===== config.mk =====
export PLATFORM = sky130hd
export DESIGN_NAME = mpeg_frame_rtp_packetizer_flat
export DESIGN_NICKNAME = d
export VERILOG_FILES = /design/src/rtl/mfrp_pkg.sv /design/src/rtl/mfrp_if.sv /design/src/rtl/mfrp_ctrl.sv /design/src/rtl/mfrp_dp.sv /design/src/rtl/mpeg_frame_rtp_packetizer.sv /design/src/flat_wrapper.sv
export SDC_FILE = /design/constraint.sdc
export NUM_CORES = 1
export LEC_CHECK = 0
export ABC_AREA = 0
export BUFFER_PORTS_ARGS = -buffer_cell sky130_fd_sc_hd__buf_2
export CAP_MARGIN = 20
export CORE_ASPECT_RATIO = 0.9
export CORE_MARGIN = 4
export CORE_UTILIZATION = 40
export CTS_BUF_LIST = sky130_fd_sc_hd__clkbuf_8
export DETAILED_ROUTE_END_ITERATION = 8
export PLACE_DENSITY = 0.6
export SYNTH_ARGS = -nofsm -noshare
export SYNTH_HDL_FRONTEND = slang
export SYNTH_SLANG_ARGS = --single-unit

===== constraint.sdc =====
create_clock -name clk -period 6.5 [get_ports clk]
set_input_delay 0.975 -clock clk [delete_from_list [all_inputs] [get_ports clk]]
set_output_delay 0.975 -clock clk [all_outputs]
set_load 0.05 [all_outputs]

===== src/rtl/mfrp_pkg.sv =====
package mfrp_pkg;

    // Field widths
    localparam int FrameBitsW = 25;
    localparam int LetterW    = 8;
    localparam int BytesW     = FrameBitsW - 3;
    localparam int SeqW       = 16;
    localparam int TsW        = 32;
    localparam int SsrcW      = 32;
    localparam int PtW        = 7;
    localparam int PicW       = 3;
    localparam int LenW       = 16;
    localparam int MtuW       = 16;
    localparam int HdrW       = 7;
    localparam int AccumW     = 48;
    localparam int CfgIdxW    = 3;
    localparam int CfgDataW   = 32;

    // Register indexes
    localparam logic [CfgIdxW-1:0] CFG_MTU       = 3'd0;
    localparam logic [CfgIdxW-1:0] CFG_HEADER    = 3'd1;
    localparam logic [CfgIdxW-1:0] CFG_PAYLOAD   = 3'd2;
    localparam logic [CfgIdxW-1:0] CFG_SOURCE_ID = 3'd3;
    localparam logic [CfgIdxW-1:0] CFG_TS_START  = 3'd4;
    localparam logic [CfgIdxW-1:0] CFG_TICKS     = 3'd5;

    // Register reset values
    localparam logic [MtuW-1:0]  MTU_RESET   = 16'd1500;
    localparam logic [HdrW-1:0]  HDR_RESET   = 7'd16;
    localparam logic [PtW-1:0]   PT_RESET    = 7'd32;
    localparam logic [31:0]      TICKS_RESET = 32'd235929600;

    // Picture letters and type codes
    localparam logic [LetterW-1:0] LETTER_I = 8'h49;
    localparam logic [LetterW-1:0] LETTER_P = 8'h50;
    localparam logic [LetterW-1:0] LETTER_B = 8'h42;
    localparam logic [LetterW-1:0] LETTER_D = 8'h44;

    localparam logic [PicW-1:0] PIC_UNKNOWN = 3'd0;
    localparam logic [PicW-1:0] PIC_I       = 3'd1;
    localparam logic [PicW-1:0] PIC_P       = 3'd2;
    localparam logic [PicW-1:0] PIC_B       = 3'd3;
    localparam logic [PicW-1:0] PIC_D       = 3'd4;

    // Controller to datapath
    typedef struct packed {
        logic take;    // input channel ready
        logic calc_q;  // reciprocal multiply for slice quotient
        logic calc_m;  // quotient times slice size
        logic calc_s;  // correction, sliced room
        logic emit;    // issue one packet header
    } mfrp_cmd_t;

    // Datapath to controller
    typedef struct packed {
        logic in_valid;   // request waiting on the input channel
        logic empty;      // frame holds no whole byte
        logic last_pkt;   // packet being issued ends the frame
        logic out_stall;  // output register full and not taken
    } mfrp_sts_t;

    function automatic logic [PicW-1:0] kind_of_letter(input logic [LetterW-1:0] c);
        logic [PicW-1:0] k;
        unique case (c)
            LETTER_I: k = PIC_I;
            LETTER_P: k = PIC_P;
            LETTER_B: k = PIC_B;
            LETTER_D: k = PIC_D;
            default:  k = PIC_UNKNOWN;
        endcase
        return k;
    endfunction

endpackage


===== src/rtl/mfrp_if.sv =====
// Frame descriptor channel
interface mfrp_in_if;
    logic                            valid;
    logic                            ready;
    logic [mfrp_pkg::FrameBitsW-1:0] frame_bits;
    logic [mfrp_pkg::LetterW-1:0]    picture_letter;

    modport source (output valid, frame_bits, picture_letter, input ready);
    modport sink   (input valid, frame_bits, picture_letter, output ready);
endinterface

// Packet header channel
interface mfrp_out_if;
    logic                       valid;
    logic                       ready;
    logic [mfrp_pkg::SeqW-1:0]  sequence_number;
    logic [mfrp_pkg::TsW-1:0]   time_stamp;
    logic [mfrp_pkg::SsrcW-1:0] ssrc_out;
    logic [mfrp_pkg::PtW-1:0]   payload_type_out;
    logic [mfrp_pkg::PicW-1:0]  picture_type;
    logic [mfrp_pkg::LenW-1:0]  payload_length;
    logic                       marker;
    logic                       truncated;
    logic                       last;

    modport source (output valid, sequence_number, time_stamp, ssrc_out, payload_type_out,
                    picture_type, payload_length, marker, truncated, last, input ready);
    modport sink   (input valid, sequence_number, time_stamp, ssrc_out, payload_type_out,
                    picture_type, payload_length, marker, truncated, last, output ready);
endinterface

// Configuration write channel
interface mfrp_cfg_if;
    logic                          valid;
    logic                          ready;
    logic [mfrp_pkg::CfgIdxW-1:0]  index;
    logic [mfrp_pkg::CfgDataW-1:0] data;

    modport source (output valid, index, data, input ready);
    modport sink   (input valid, index, data, output ready);
endinterface


===== src/rtl/mfrp_ctrl.sv =====
module mfrp_ctrl (
    input  logic                clk,
    input  logic                rst_n,
    input  mfrp_pkg::mfrp_sts_t sts,
    output mfrp_pkg::mfrp_cmd_t cmd
);

    localparam logic [2:0] ST_IDLE = 3'd0;
    localparam logic [2:0] ST_QUOT = 3'd1;
    localparam logic [2:0] ST_MULT = 3'd2;
    localparam logic [2:0] ST_FIX  = 3'd3;
    localparam logic [2:0] ST_EMIT = 3'd4;

    logic [2:0] state_reg;
    logic [2:0] state_next;

    // Next state and commands
    always_comb
    begin
        state_next = state_reg;
        cmd        = '0;
        unique case (state_reg)
            ST_IDLE:
            begin
                cmd.take = 1'b1;
                if (sts.in_valid)
                begin
                    state_next = ST_QUOT;
                end
            end
            ST_QUOT:
            begin
                cmd.calc_q = 1'b1;
                state_next = ST_MULT;
            end
            ST_MULT:
            begin
                cmd.calc_m = 1'b1;
                state_next = ST_FIX;
            end
            ST_FIX:
            begin
                cmd.calc_s = 1'b1;
                state_next = sts.empty ? ST_IDLE : ST_EMIT;
            end
            ST_EMIT:
            begin
                // one header per cycle while the output register has room
                if (!sts.out_stall)
                begin
                    cmd.emit = 1'b1;
                    if (sts.last_pkt)
                    begin
                        state_next = ST_IDLE;
                    end
                end
            end
            default:
            begin
                state_next = ST_IDLE;
            end
        endcase
    end

    always_ff @(posedge clk or negedge rst_n)
    begin
        if (!rst_n)
        begin
            state_reg <= ST_IDLE;
        end
        else
        begin
            state_reg <= state_next;
        end
    end

    a_last_returns_idle: assert property (@(posedge clk) disable iff (!rst_n)
        (cmd.emit && sts.last_pkt) |=> (state_reg == ST_IDLE))
        else $error("frame end did not return controller to idle");

    a_stall_holds_emit: assert property (@(posedge clk) disable iff (!rst_n)
        (state_reg == ST_EMIT && sts.out_stall) |=> (state_reg == ST_EMIT))
        else $error("controller left emit state under output stall");

endmodule


===== src/rtl/mfrp_dp.sv =====
module mfrp_dp #(
    parameter int MAX_PACKETS = 64,
    parameter int SLICE_BYTES = 64
) (
    input  logic                clk,
    input  logic                rst_n,
    input  mfrp_pkg::mfrp_cmd_t cmd,
    output mfrp_pkg::mfrp_sts_t sts,
    mfrp_in_if.sink             frames,
    mfrp_out_if.source          packets,
    mfrp_cfg_if.sink            cfg
);

    localparam int CntW = (MAX_PACKETS > 1) ? $clog2(MAX_PACKETS) : 1;
    localparam logic [CntW-1:0] CntLast = CntW'(MAX_PACKETS - 1);
    localparam int RecipShift = 31;
    // floor(2^31 / slice): quotient of a 16-bit room is at most one low
    localparam logic [31:0] SliceRecip = 32'((64'd1 << RecipShift) / SLICE_BYTES);
    localparam logic [mfrp_pkg::LenW-1:0] SliceLen = mfrp_pkg::LenW'(SLICE_BYTES);

    // Configuration registers
    logic [mfrp_pkg::MtuW-1:0]  mtu_reg;
    logic [mfrp_pkg::HdrW-1:0]  hdr_reg;
    logic [mfrp_pkg::PtW-1:0]   pt_reg;
    logic [mfrp_pkg::SsrcW-1:0] ssrc_reg;
    logic [31:0]                tstart_reg;
    logic [31:0]                ticks_reg;

    // Running state
    logic [mfrp_pkg::AccumW-1:0] accum_reg;
    logic [mfrp_pkg::AccumW-1:0] accum_next;
    logic [mfrp_pkg::SeqW-1:0]   seq_reg;

    // Per frame working registers
    logic [mfrp_pkg::BytesW-1:0] bytes_reg;
    logic [mfrp_pkg::BytesW-1:0] bytes_next;
    logic [mfrp_pkg::PicW-1:0]   ptype_reg;
    logic [mfrp_pkg::TsW-1:0]    ts_reg;
    logic [mfrp_pkg::TsW-1:0]    ts_next;
    logic [mfrp_pkg::MtuW-1:0]   room_reg;
    logic [mfrp_pkg::MtuW-1:0]   room_next;
    logic [mfrp_pkg::LenW-1:0]   quot_reg;
    logic [mfrp_pkg::LenW-1:0]   mult_reg;
    logic [mfrp_pkg::LenW-1:0]   sliced_reg;
    logic [mfrp_pkg::LenW-1:0]   sliced_next;
    logic [CntW-1:0]             cnt_reg;

    // Output register
    logic                        out_valid_reg;
    logic [mfrp_pkg::SeqW-1:0]   out_seq_reg;
    logic [mfrp_pkg::TsW-1:0]    out_ts_reg;
    logic [mfrp_pkg::SsrcW-1:0]  out_ssrc_reg;
    logic [mfrp_pkg::PtW-1:0]    out_pt_reg;
    logic [mfrp_pkg::PicW-1:0]   out_pic_reg;
    logic [mfrp_pkg::LenW-1:0]   out_len_reg;
    logic                        out_marker_reg;
    logic                        out_trunc_reg;
    logic                        out_last_reg;

    logic                        accept;
    logic [47:0]                 quot_prod;
    logic [31:0]                 mult_prod;
    logic [mfrp_pkg::LenW-1:0]   slice_rem;
    logic                        big;
    logic [mfrp_pkg::BytesW-1:0] bytes_after;
    logic [mfrp_pkg::LenW-1:0]   pkt_len;
    logic                        pkt_last;
    logic                        pkt_trunc;

    assign frames.ready = cmd.take;
    assign accept       = cmd.take && frames.valid;
    assign cfg.ready    = 1'b1;

    // Status back to the controller
    assign sts.in_valid  = frames.valid;
    assign sts.empty     = (bytes_reg == '0);
    assign sts.last_pkt  = pkt_last;
    assign sts.out_stall = out_valid_reg && !packets.ready;

    // Configuration writes
    always_ff @(posedge clk or negedge rst_n)
    begin
        if (!rst_n)
        begin
            mtu_reg    <= mfrp_pkg::MTU_RESET;
            hdr_reg    <= mfrp_pkg::HDR_RESET;
            pt_reg     <= mfrp_pkg::PT_RESET;
            ssrc_reg   <= '0;
            tstart_reg <= '0;
            ticks_reg  <= mfrp_pkg::TICKS_RESET;
        end
        else if (cfg.valid)
        begin
            unique case (cfg.index)
                mfrp_pkg::CFG_MTU:       mtu_reg    <= cfg.data[mfrp_pkg::MtuW-1:0];
                mfrp_pkg::CFG_HEADER:    hdr_reg    <= cfg.data[mfrp_pkg::HdrW-1:0];
                mfrp_pkg::CFG_PAYLOAD:   pt_reg     <= cfg.data[mfrp_pkg::PtW-1:0];
                mfrp_pkg::CFG_SOURCE_ID: ssrc_reg   <= cfg.data;
                mfrp_pkg::CFG_TS_START:  tstart_reg <= cfg.data;
                mfrp_pkg::CFG_TICKS:     ticks_reg  <= cfg.data;
                default:
                begin
                end
            endcase
        end
    end

    // Frame setup: room, timestamp, accumulator step
    always_comb
    begin
        if (mtu_reg > mfrp_pkg::MtuW'(hdr_reg))
        begin
            room_next = mtu_reg - mfrp_pkg::MtuW'(hdr_reg);
        end
        else
        begin
            room_next = '0;
        end
        ts_next    = tstart_reg + accum_reg[47:16];
        accum_next = accum_reg + mfrp_pkg::AccumW'(ticks_reg);
    end

    // Room rounded down to the slice size: reciprocal multiply, then correct
    assign quot_prod   = room_reg * SliceRecip;
    assign mult_prod   = quot_reg * SliceLen;
    assign slice_rem   = room_reg - mult_reg;
    assign sliced_next = (slice_rem >= SliceLen) ? (mult_reg + SliceLen) : mult_reg;

    // Packet split for the current header
    always_comb
    begin
        big = bytes_reg > mfrp_pkg::BytesW'(room_reg);
        if (big)
        begin
            bytes_after = bytes_reg - mfrp_pkg::BytesW'(sliced_reg);
            pkt_len     = sliced_reg;
        end
        else
        begin
            bytes_after = '0;
            pkt_len     = bytes_reg[mfrp_pkg::LenW-1:0];
        end
        pkt_trunc  = (cnt_reg == CntLast) && (bytes_after != '0);
        pkt_last   = (bytes_after == '0) || (cnt_reg == CntLast);
        bytes_next = accept ? frames.frame_bits[mfrp_pkg::FrameBitsW-1:3] : bytes_after;
    end

    // Running state
    always_ff @(posedge clk or negedge rst_n)
    begin
        if (!rst_n)
        begin
            accum_reg <= '0;
            seq_reg   <= '0;
        end
        else
        begin
            if (accept)
            begin
                accum_reg <= accum_next;
            end
            if (cmd.emit)
            begin
                seq_reg <= seq_reg + 1'b1;
            end
        end
    end

    // Per frame working registers
    always_ff @(posedge clk)
    begin
        if (accept || cmd.emit)
        begin
            bytes_reg <= bytes_next;
        end
        if (accept)
        begin
            ptype_reg <= mfrp_pkg::kind_of_letter(frames.picture_letter);
            ts_reg    <= ts_next;
            room_reg  <= room_next;
            cnt_reg   <= '0;
        end
        else if (cmd.emit)
        begin
            cnt_reg <= cnt_reg + 1'b1;
        end
        if (cmd.calc_q)
        begin
            quot_reg <= quot_prod[RecipShift+mfrp_pkg::LenW-1:RecipShift];
        end
        if (cmd.calc_m)
        begin
            mult_reg <= mult_prod[mfrp_pkg::LenW-1:0];
        end
        if (cmd.calc_s)
        begin
            sliced_reg <= sliced_next;
        end
    end

    // Output register
    always_ff @(posedge clk or negedge rst_n)
    begin
        if (!rst_n)
        begin
            out_valid_reg <= 1'b0;
        end
        else if (cmd.emit)
        begin
            out_valid_reg <= 1'b1;
        end
        else if (packets.ready)
        begin
            out_valid_reg <= 1'b0;
        end
    end

    always_ff @(posedge clk)
    begin
        if (cmd.emit)
        begin
            out_seq_reg    <= seq_reg;
            out_ts_reg     <= ts_reg;
            out_ssrc_reg   <= ssrc_reg;
            out_pt_reg     <= pt_reg;
            out_pic_reg    <= ptype_reg;
            out_len_reg    <= pkt_len;
            out_marker_reg <= (bytes_after == '0);
            out_trunc_reg  <= pkt_trunc;
            out_last_reg   <= pkt_last;
        end
    end

    assign packets.valid            = out_valid_reg;
    assign packets.sequence_number  = out_seq_reg;
    assign packets.time_stamp       = out_ts_reg;
    assign packets.ssrc_out         = out_ssrc_reg;
    assign packets.payload_type_out = out_pt_reg;
    assign packets.picture_type     = out_pic_reg;
    assign packets.payload_length   = out_len_reg;
    assign packets.marker           = out_marker_reg;
    assign packets.truncated        = out_trunc_reg;
    assign packets.last             = out_last_reg;

    a_marker_is_last: assert property (@(posedge clk) disable iff (!rst_n)
        (out_valid_reg && out_marker_reg) |-> out_last_reg)
        else $error("marker packet not flagged last");

    a_trunc_is_last: assert property (@(posedge clk) disable iff (!rst_n)
        (out_valid_reg && out_trunc_reg) |-> (out_last_reg && !out_marker_reg))
        else $error("truncated packet must be last and carry no marker");

    a_no_overwrite: assert property (@(posedge clk) disable iff (!rst_n)
        cmd.emit |-> !(out_valid_reg && !packets.ready))
        else $error("header issued into a stalled output register");

endmodule


===== src/rtl/mpeg_frame_rtp_packetizer.sv =====
// MPEG frame to RTP header packetizer. Each accepted frame descriptor (size in
// bits, picture letter) is split into packet headers whose payload is the MTU
// room less header bytes, rounded down to SLICE_BYTES, with the remainder in
// the final packet that carries the marker. At most MAX_PACKETS headers are
// issued per frame; leftover bytes are dropped and the last header is flagged
// truncated. A frame of N headers (N up to MAX_PACKETS) goes through an accept
// step, a reciprocal multiply, a multiply by the slice size and a one-step
// correction that derive the sliced room, then one header per cycle from the
// output register, slowed only by output back-pressure. A frame under one
// byte issues no header but still advances the timestamp. Configuration
// writes are registered at the next clock edge.
module mpeg_frame_rtp_packetizer #(
    parameter int MAX_PACKETS = 64,
    parameter int SLICE_BYTES = 64
) (
    input  logic       clk,
    input  logic       rst_n,
    mfrp_in_if.sink    frames,
    mfrp_out_if.source packets,
    mfrp_cfg_if.sink   cfg
);

    mfrp_pkg::mfrp_cmd_t cmd;
    mfrp_pkg::mfrp_sts_t sts;

    mfrp_ctrl u_ctrl (
        .clk   (clk),
        .rst_n (rst_n),
        .sts   (sts),
        .cmd   (cmd)
    );

    mfrp_dp #(
        .MAX_PACKETS (MAX_PACKETS),
        .SLICE_BYTES (SLICE_BYTES)
    ) u_dp (
        .clk     (clk),
        .rst_n   (rst_n),
        .cmd     (cmd),
        .sts     (sts),
        .frames  (frames),
        .packets (packets),
        .cfg     (cfg)
    );

endmodule

===== src/flat_wrapper.sv =====
// flat-port wrapper written by rule: the top's interface ports become plain ports
module mpeg_frame_rtp_packetizer_flat 
#(
    parameter int MAX_PACKETS = 64,
    parameter int SLICE_BYTES = 64
)
  (clk, rst_n, frames_valid, frames_frame_bits, frames_picture_letter, frames_ready, packets_valid, packets_sequence_number, packets_time_stamp, packets_ssrc_out, packets_payload_type_out, packets_picture_type, packets_payload_length, packets_marker, packets_truncated, packets_last, packets_ready, cfg_valid, cfg_index, cfg_data, cfg_ready);
  mfrp_in_if frames_i ();
  mfrp_out_if packets_i ();
  mfrp_cfg_if cfg_i ();
  input  logic clk;
  input  logic rst_n;
  input wire logic [$bits(frames_i.valid)-1:0] frames_valid;
  input wire logic [$bits(frames_i.frame_bits)-1:0] frames_frame_bits;
  input wire logic [$bits(frames_i.picture_letter)-1:0] frames_picture_letter;
  output wire logic [$bits(frames_i.ready)-1:0] frames_ready;
  output wire logic [$bits(packets_i.valid)-1:0] packets_valid;
  output wire logic [$bits(packets_i.sequence_number)-1:0] packets_sequence_number;
  output wire logic [$bits(packets_i.time_stamp)-1:0] packets_time_stamp;
  output wire logic [$bits(packets_i.ssrc_out)-1:0] packets_ssrc_out;
  output wire logic [$bits(packets_i.payload_type_out)-1:0] packets_payload_type_out;
  output wire logic [$bits(packets_i.picture_type)-1:0] packets_picture_type;
  output wire logic [$bits(packets_i.payload_length)-1:0] packets_payload_length;
  output wire logic [$bits(packets_i.marker)-1:0] packets_marker;
  output wire logic [$bits(packets_i.truncated)-1:0] packets_truncated;
  output wire logic [$bits(packets_i.last)-1:0] packets_last;
  input wire logic [$bits(packets_i.ready)-1:0] packets_ready;
  input wire logic [$bits(cfg_i.valid)-1:0] cfg_valid;
  input wire logic [$bits(cfg_i.index)-1:0] cfg_index;
  input wire logic [$bits(cfg_i.data)-1:0] cfg_data;
  output wire logic [$bits(cfg_i.ready)-1:0] cfg_ready;
  assign frames_i.valid = frames_valid;
  assign frames_i.frame_bits = frames_frame_bits;
  assign frames_i.picture_letter = frames_picture_letter;
  assign frames_ready = frames_i.ready;
  assign packets_valid = packets_i.valid;
  assign packets_sequence_number = packets_i.sequence_number;
  assign packets_time_stamp = packets_i.time_stamp;
  assign packets_ssrc_out = packets_i.ssrc_out;
  assign packets_payload_type_out = packets_i.payload_type_out;
  assign packets_picture_type = packets_i.picture_type;
  assign packets_payload_length = packets_i.payload_length;
  assign packets_marker = packets_i.marker;
  assign packets_truncated = packets_i.truncated;
  assign packets_last = packets_i.last;
  assign packets_i.ready = packets_ready;
  assign cfg_i.valid = cfg_valid;
  assign cfg_i.index = cfg_index;
  assign cfg_i.data = cfg_data;
  assign cfg_ready = cfg_i.ready;
  mpeg_frame_rtp_packetizer #(.MAX_PACKETS(MAX_PACKETS), .SLICE_BYTES(SLICE_BYTES)) u_core (.clk(clk), .rst_n(rst_n), .frames(frames_i), .packets(packets_i), .cfg(cfg_i));
endmodule

# After elaboration in Yosys (flattened, before gate mapping)
# Cells that the tools add are included.
# word_totals
regBits,418
latchBits,0
mem_bits_rw,0
rom_bits,0
input_bits,73
output_inout_bits,112
elab_cells,93
mem_count,0
# classes
addsub,8
n_mul,0
n_div,0
magnitude_cmp,3
n_eq_ne,17
shift,0
muxes,18
n_bitwise,0
reduce_logical,19
# op_table
op,n
$add 48x32->48,1
$logic_not 22->1,2
$mux 22,2
$add 32x32->32,1
$eq 8x7->1 const B,4
$mux 16,2
$gt 22x16->1,1
$reduce_bool 22->1,1
$sub 22x16->22,1
$add 16x1->16 const B,1
$add 16x7->16 const B,1
$ge 16x7->1 const B,1
$gt 16x7->1,1
$sub 16x16->16,1
$sub 16x7->16,1
$pmux 3 s5,1
$eq 3x2->1 const B,4
$mux 3,4
$pmux 3 s4,1
$reduce_and 2->1,6
$eq 3x3->1 const B,3
$mux 1,8
$add 6x1->6 const B,1
$eq 3x1->1 const B,2
other kinds (8),14

# Depth between registers and ports, before layout
# depth
ltp_word,7
depth_mapped,14
ltp_nobuf,14

# Hierarchy
# From an unflattened synthesis, not the netlist that was laid out.
# unflattened
hier_cells,1667
area_unflattened_um2,20063.0
# modules_own_cells
module,instances,cells_per_inst,area_each_um2,seq_area_each_um2
mfrp_dp,1,1651,19899.1,11282.1
mfrp_ctrl,1,16,163.9,75.1

# Worst setup path after synthesis
# OpenSTA, ideal clock, no wires.
# synth_path
path_kind,input to register
from,input packets_ready
to,register u_core.u_dp.cnt_reg[3]
setup_time_ns,0.204
t_arrival_ns,5.052
required_time_ns,6.296
path_slack_ns,1.243
stages,6
path_buffers,1
cell_sequence,nor2b_1 > nor2_1 > buf_1 > nand4_1 > xor2_1 > nor2_1
# synth_rtl
item,line,text
start: declaration,flat_wrapper.sv:27,input wire logic [$bits(packets_i.ready)-1:0] packets_ready;
end signal: assignment,mfrp_dp.sv:185,cnt_reg <= cnt_reg + 1'b1;
end: declaration,mfrp_dp.sv:46,logic [CntW-1:0] cnt_reg;

# Final worst setup path
# layout_path
from,register u_core.u_dp.ticks_reg[0]
to,register u_core.u_dp.accum_reg[30] (netlist name)
# layout_via
elab_chain_len,1
# layout_rtl
item,line,text
start: declaration,mfrp_dp.sv:27,logic [31:0] ticks_reg;
start signal: assignment,mfrp_dp.sv:90,ticks_reg <= mfrp_pkg::TICKS_RESET;
start signal: assignment,mfrp_dp.sv:100,mfrp_pkg::CFG_TICKS: ticks_reg <= cfg.data;
$add 48x32->48,mfrp_dp.sv:120,accum_next = accum_reg + mfrp_pkg::AccumW'(ticks_reg);
end signal: assignment,mfrp_dp.sv:160,accum_reg <= accum_next;
end: declaration,mfrp_dp.sv:30,logic [mfrp_pkg::AccumW-1:0] accum_reg;
# No other way between the ends.
# A chain may end at the register's enable or synchronous reset.

==> results.txt <==
The flow ran to the end, and the final reports show no timing, DRC or antenna violations. The count of input and output buffers is 180. The internal power of the cells is 6.50 mW. The number of levels the H-tree was split into came out at 3.

The final cell area excluding filler cells is 0.0232 mm2. The minimum period implied by the final worst setup slack is 3.60 ns. Setup repair after global routing left no endpoint under its margin.

In the final design database the tool counted 2070 nets. The tightest hold margin is 0.211 ns. 185 I/O pins were placed. The worst setup path is of the reg -> reg kind. The number of placed cells counting well taps is roughly 2500. Setup violations remaining at the end of the flow were counted as 0.

In the final routed layout, each cell accounts on average for 17.6 um. The largest net degree at the start of global routing is about 170. The critical-path maximum fanout came out at 6. The number of setup buffers added after CTS came out at 0. The proportion of layout cells with a drive suffix above 1 came out at 0.236. Counting every instance in the synthesized netlist gives 1663. The tightest min-delay check is of the in -> async type. TritonCTS built the clock tree. The horizontal die dimension is about 240 um. The clock net in this run drives a total of about 400 sinks. The transition time at the pin with the least slew margin came out at 1.08 ns.

The total overflow left after global routing is 0. The sequential share of the synthesized area is 0.566. In the layout the commonest cells are 212 x sky130_fd_sc_hd__edfxtp_1, 181 x sky130_fd_sc_hd__dfrtp_1, 179 x sky130_fd_sc_hd__buf_2. Data on the critical path is required at its endpoint by about 7 ns. The max-slew violation count is 0. The type of element capturing the critical path is a flop. The number of different library cells in the post-synthesis netlist came out at 83. The insertion delay to the later sink of the worst-skew pair is 0.64 ns.

The part of the cycle the worst path needs came out at 0.554. The most common flop cell mapped by yosys is sky130_fd_sc_hd__edfxtp_1. The count of non-filler cells in the finished layout came out at 2614. The worst setup path is launched from a flop. Measured along the y axis, the die boundary spans 220 um. Counting flops with a built-in enable in the synthesized netlist gives 212.

The half-perimeter wire length of the detailed placement result is 33000 um. The average size of a mapped cell came out at around 12 um2. The number of resized instances in the post-cts repair step came out at 0. Of the total power, registers draw 0.395. The starting density of the core is 0.407. The fraction of registers with async set/reset came out at 0.471. After detailed routing, the number of remaining DRC violations is 0.

The detailed-route vias per instance came out at 5.09. The synthesized netlist occupies a cell area of between 0.02 and 0.025 mm2. Clock tree synthesis inserted a total of a little over 70 buffers.

The all-layer global routing usage is 0.170. The standby leakage power is between 9 and 10 nW. IR analysis of the VDD net gives a maximum drop of 0.000193 V. Based on the critical path, the design can be clocked at up to 278 MHz. The max-cap violation count came out at 0. From synthesis to final layout, the design area changed by 15.4%. The number of antenna violations at the first check in global routing is 2. The net switching power of the design is 4.06 mW. The register with the most flip-flops in the layout has between 40 and 50 of them. The Yosys warning count came out at 0. After the first detailed-routing iteration, the DRC count stood at 813.

The library cell used most frequently in the layout, excluding fill and tap cells, is sky130_fd_sc_hd__edfxtp_1. Traced cell by cell, the critical path runs through ha_1 > inv_1 > fa_1 > inv_1 > a21oi_1 > o21bai_1 > a31oi_1 > o2111ai_1 > nand3_1 > o41ai_1 > a21oi_1 > xnor2_1 > mux2_2. The switching share of power is 0.384. The sum of internal, switching and leakage power is 10.6 mW.

The floorplan has 77 rows. The core footprint came out at between 0.04 and 0.05 mm2. The via count of the first global-routing pass came out at 13200.

For the final routed database, the setup TNS stands at 0 ns. The part of the total power dissipated in the clock network is 0.214. The number of register bits inferred by synthesis is 412. The full die area is 0.0538 mm2.

The global-route wire length before repair is 72300 um. The number of buffers between clock root and the deepest sink came out at 3. The post-place instance area is 0.0218 mm2. The clock arrives with 0.0329 ns of skew. The length of the first detailed-routing pass in iterations is 5. The number of routed nets with antenna violations is 0. The worst relative slew slack is 0.277. The number of hold violations in the final report is 0. The slowest stage of the critical path belongs to the cell sky130_fd_sc_hd__o41ai_1. The number of buffers and inverters on the critical path is 2.

The routed layout has 13300 vias. The kind of cell adding the most delay to the critical path is compound AO/OA/AOI/OAI gates. The clock-pin transition on the worst setup and hold timing paths came out at 0.06 ns.

Clock tree synthesis selected as its root buffer the cell sky130_fd_sc_hd__clkbuf_8. The hold buffer count at cts is 0. The routed wire length came out at 45900 um. The combinational fraction of design power is 0.391. The data arrival time of the critical path is 4.10 ns. The power per standard cell area is 456 mW/mm2.

Synthesis produced a netlist with a net count of 1849. The peak per-stage delay on the critical path is 0.79 ns. The congestion estimate from routability-driven global placement came to slightly below 0.9.
[Yosys cell counts, types with 8 or more instances]
| cell type | number | area, um2 |
|---|---|---|
| sky130_fd_sc_hd__o21a_1 | 15 | 113 |
| sky130_fd_sc_hd__dfstp_2 | 13 | 342 |
| sky130_fd_sc_hd__a21oi_1 | 71 | 355 |
| sky130_fd_sc_hd__nor3b_1 | 11 | 82.6 |
| sky130_fd_sc_hd__nand2_1 | 148 | 556 |
| sky130_fd_sc_hd__a21o_1 | 38 | 285 |
| sky130_fd_sc_hd__and3_1 | 23 | 144 |
| sky130_fd_sc_hd__nand3_1 | 43 | 215 |
| sky130_fd_sc_hd__nand4b_1 | 8 | 70.1 |
| sky130_fd_sc_hd__o31ai_1 | 14 | 105 |
| sky130_fd_sc_hd__and2_1 | 9 | 56.3 |
| sky130_fd_sc_hd__nor2b_1 | 20 | 125 |
| sky130_fd_sc_hd__nand4_1 | 13 | 81.3 |
| sky130_fd_sc_hd__dfrtp_1 | 181 | 4530 |
| sky130_fd_sc_hd__o21bai_1 | 9 | 67.6 |
| sky130_fd_sc_hd__inv_1 | 81 | 304 |
| sky130_fd_sc_hd__xnor2_1 | 81 | 709 |
| sky130_fd_sc_hd__xor2_1 | 41 | 359 |
| sky130_fd_sc_hd__a31oi_1 | 10 | 62.6 |
| sky130_fd_sc_hd__clkbuf_1 | 37 | 139 |
| sky130_fd_sc_hd__mux2i_1 | 9 | 90.1 |
| sky130_fd_sc_hd__a221oi_1 | 8 | 70.1 |
| sky130_fd_sc_hd__ha_1 | 108 | 1350 |
| sky130_fd_sc_hd__nor3_1 | 24 | 120 |
| sky130_fd_sc_hd__o21ai_0 | 99 | 495 |
| sky130_fd_sc_hd__edfxtp_1 | 212 | 6370 |
| sky130_fd_sc_hd__mux2_2 | 120 | 1350 |
| sky130_fd_sc_hd__nand2b_1 | 12 | 75.1 |
| sky130_fd_sc_hd__nor2_1 | 91 | 342 |
[cell type report]
cell class,instances,area [um2]
repair buffers,194,1050
clock inverters,50,253
multi-input cells,1121,8230
fillers,4524,26200
diodes,2,5.00
flip-flops and latches,412,11400
well taps,671,840
inverters,83,313
clock buffers,81,1110
[worst paths after layout]
| kind | start | cells past startpoint | endpoint | slack, ns |
|---|---|---|---|---|
| setup / recovery | u_core.u_dp.ticks_reg[0] | 13 | u_core.u_dp.accum_reg[30] | 2.90 |
| hold / removal | rst_n | 1 | u_core.u_dp.ssrc_reg[19] | 0.21 |
| setup reg to reg | u_core.u_dp.ticks_reg[0] | 13 | u_core.u_dp.accum_reg[30] | 2.90 |
| hold reg to reg | u_core.u_dp.ts_reg[25] | 0 | u_core.u_dp.packets.time_stamp[25] | 0.40 |
| max in group asynchronous | rst_n | 2 | u_core.u_dp.ssrc_reg[25] | 5.01 |
| min in group clk | u_core.u_dp.ts_reg[25] | 0 | u_core.u_dp.packets.time_stamp[25] | 0.40 |
[worst register-to-register path: cells and delay by family, from the launching register on]
kind / cells / cell delay (ns)
xor+xnor: 1 / 0.17
fa+ha+maj: 2 / 0.56
compound gates: 6 / 1.72
mux: 1 / 0.27
simple gates: 1 / 0.30
buf+inv: 2 / 0.12
flops: 1 / 0.34
[cell families after synthesis]
group / Yosys count / synth area share
buffers and inverters: 130 / 0.0257
xor gates and xnor gates: 122 / 0.0532
AOI/OAI and AO/OA: 322 / 0.105
adders and majority gates: 113 / 0.0723
DFF: 412 / 0.566
other: 1 / 0.000187
and+or+nand+nor: 434 / 0.106
muxes: 129 / 0.0718
[metrics by stage]
| step | utilization | worst slack [ns] |
|---|---|---|
| 3_3_place_gp | 0.441 | 2.97 |
| 4_1_cts | 0.469 | 2.91 |
| 6_report | 0.470 | 2.90 |
| 3_5_place_dp | 0.441 | 2.96 |
| 5_1_grt | 0.469 | 2.51 |
| 2_1_floorplan | - | 1.24 |
[metal layers]
metal	routed length, um	GRT usage	vias up
li1	-	-	6486
met1	21100	0.230	6435
met2	21200	0.272	313
met3	2380	0.0382	84
met4	1220	0.0570	0
met5	0	0	-
[power groups by stage]
stage	clock network, mW	registers (mW)	logic (mW)
after global routing	2.47	4.24	4.62
after detailed placement	0	4.21	4.09
after CTS	2.35	4.17	4.12
final	2.26	4.17	4.13
after floorplan	0	4.38	2.90
after global placement	0	4.19	4.01
No activity file was read; power rests on OpenSTA's default activity.
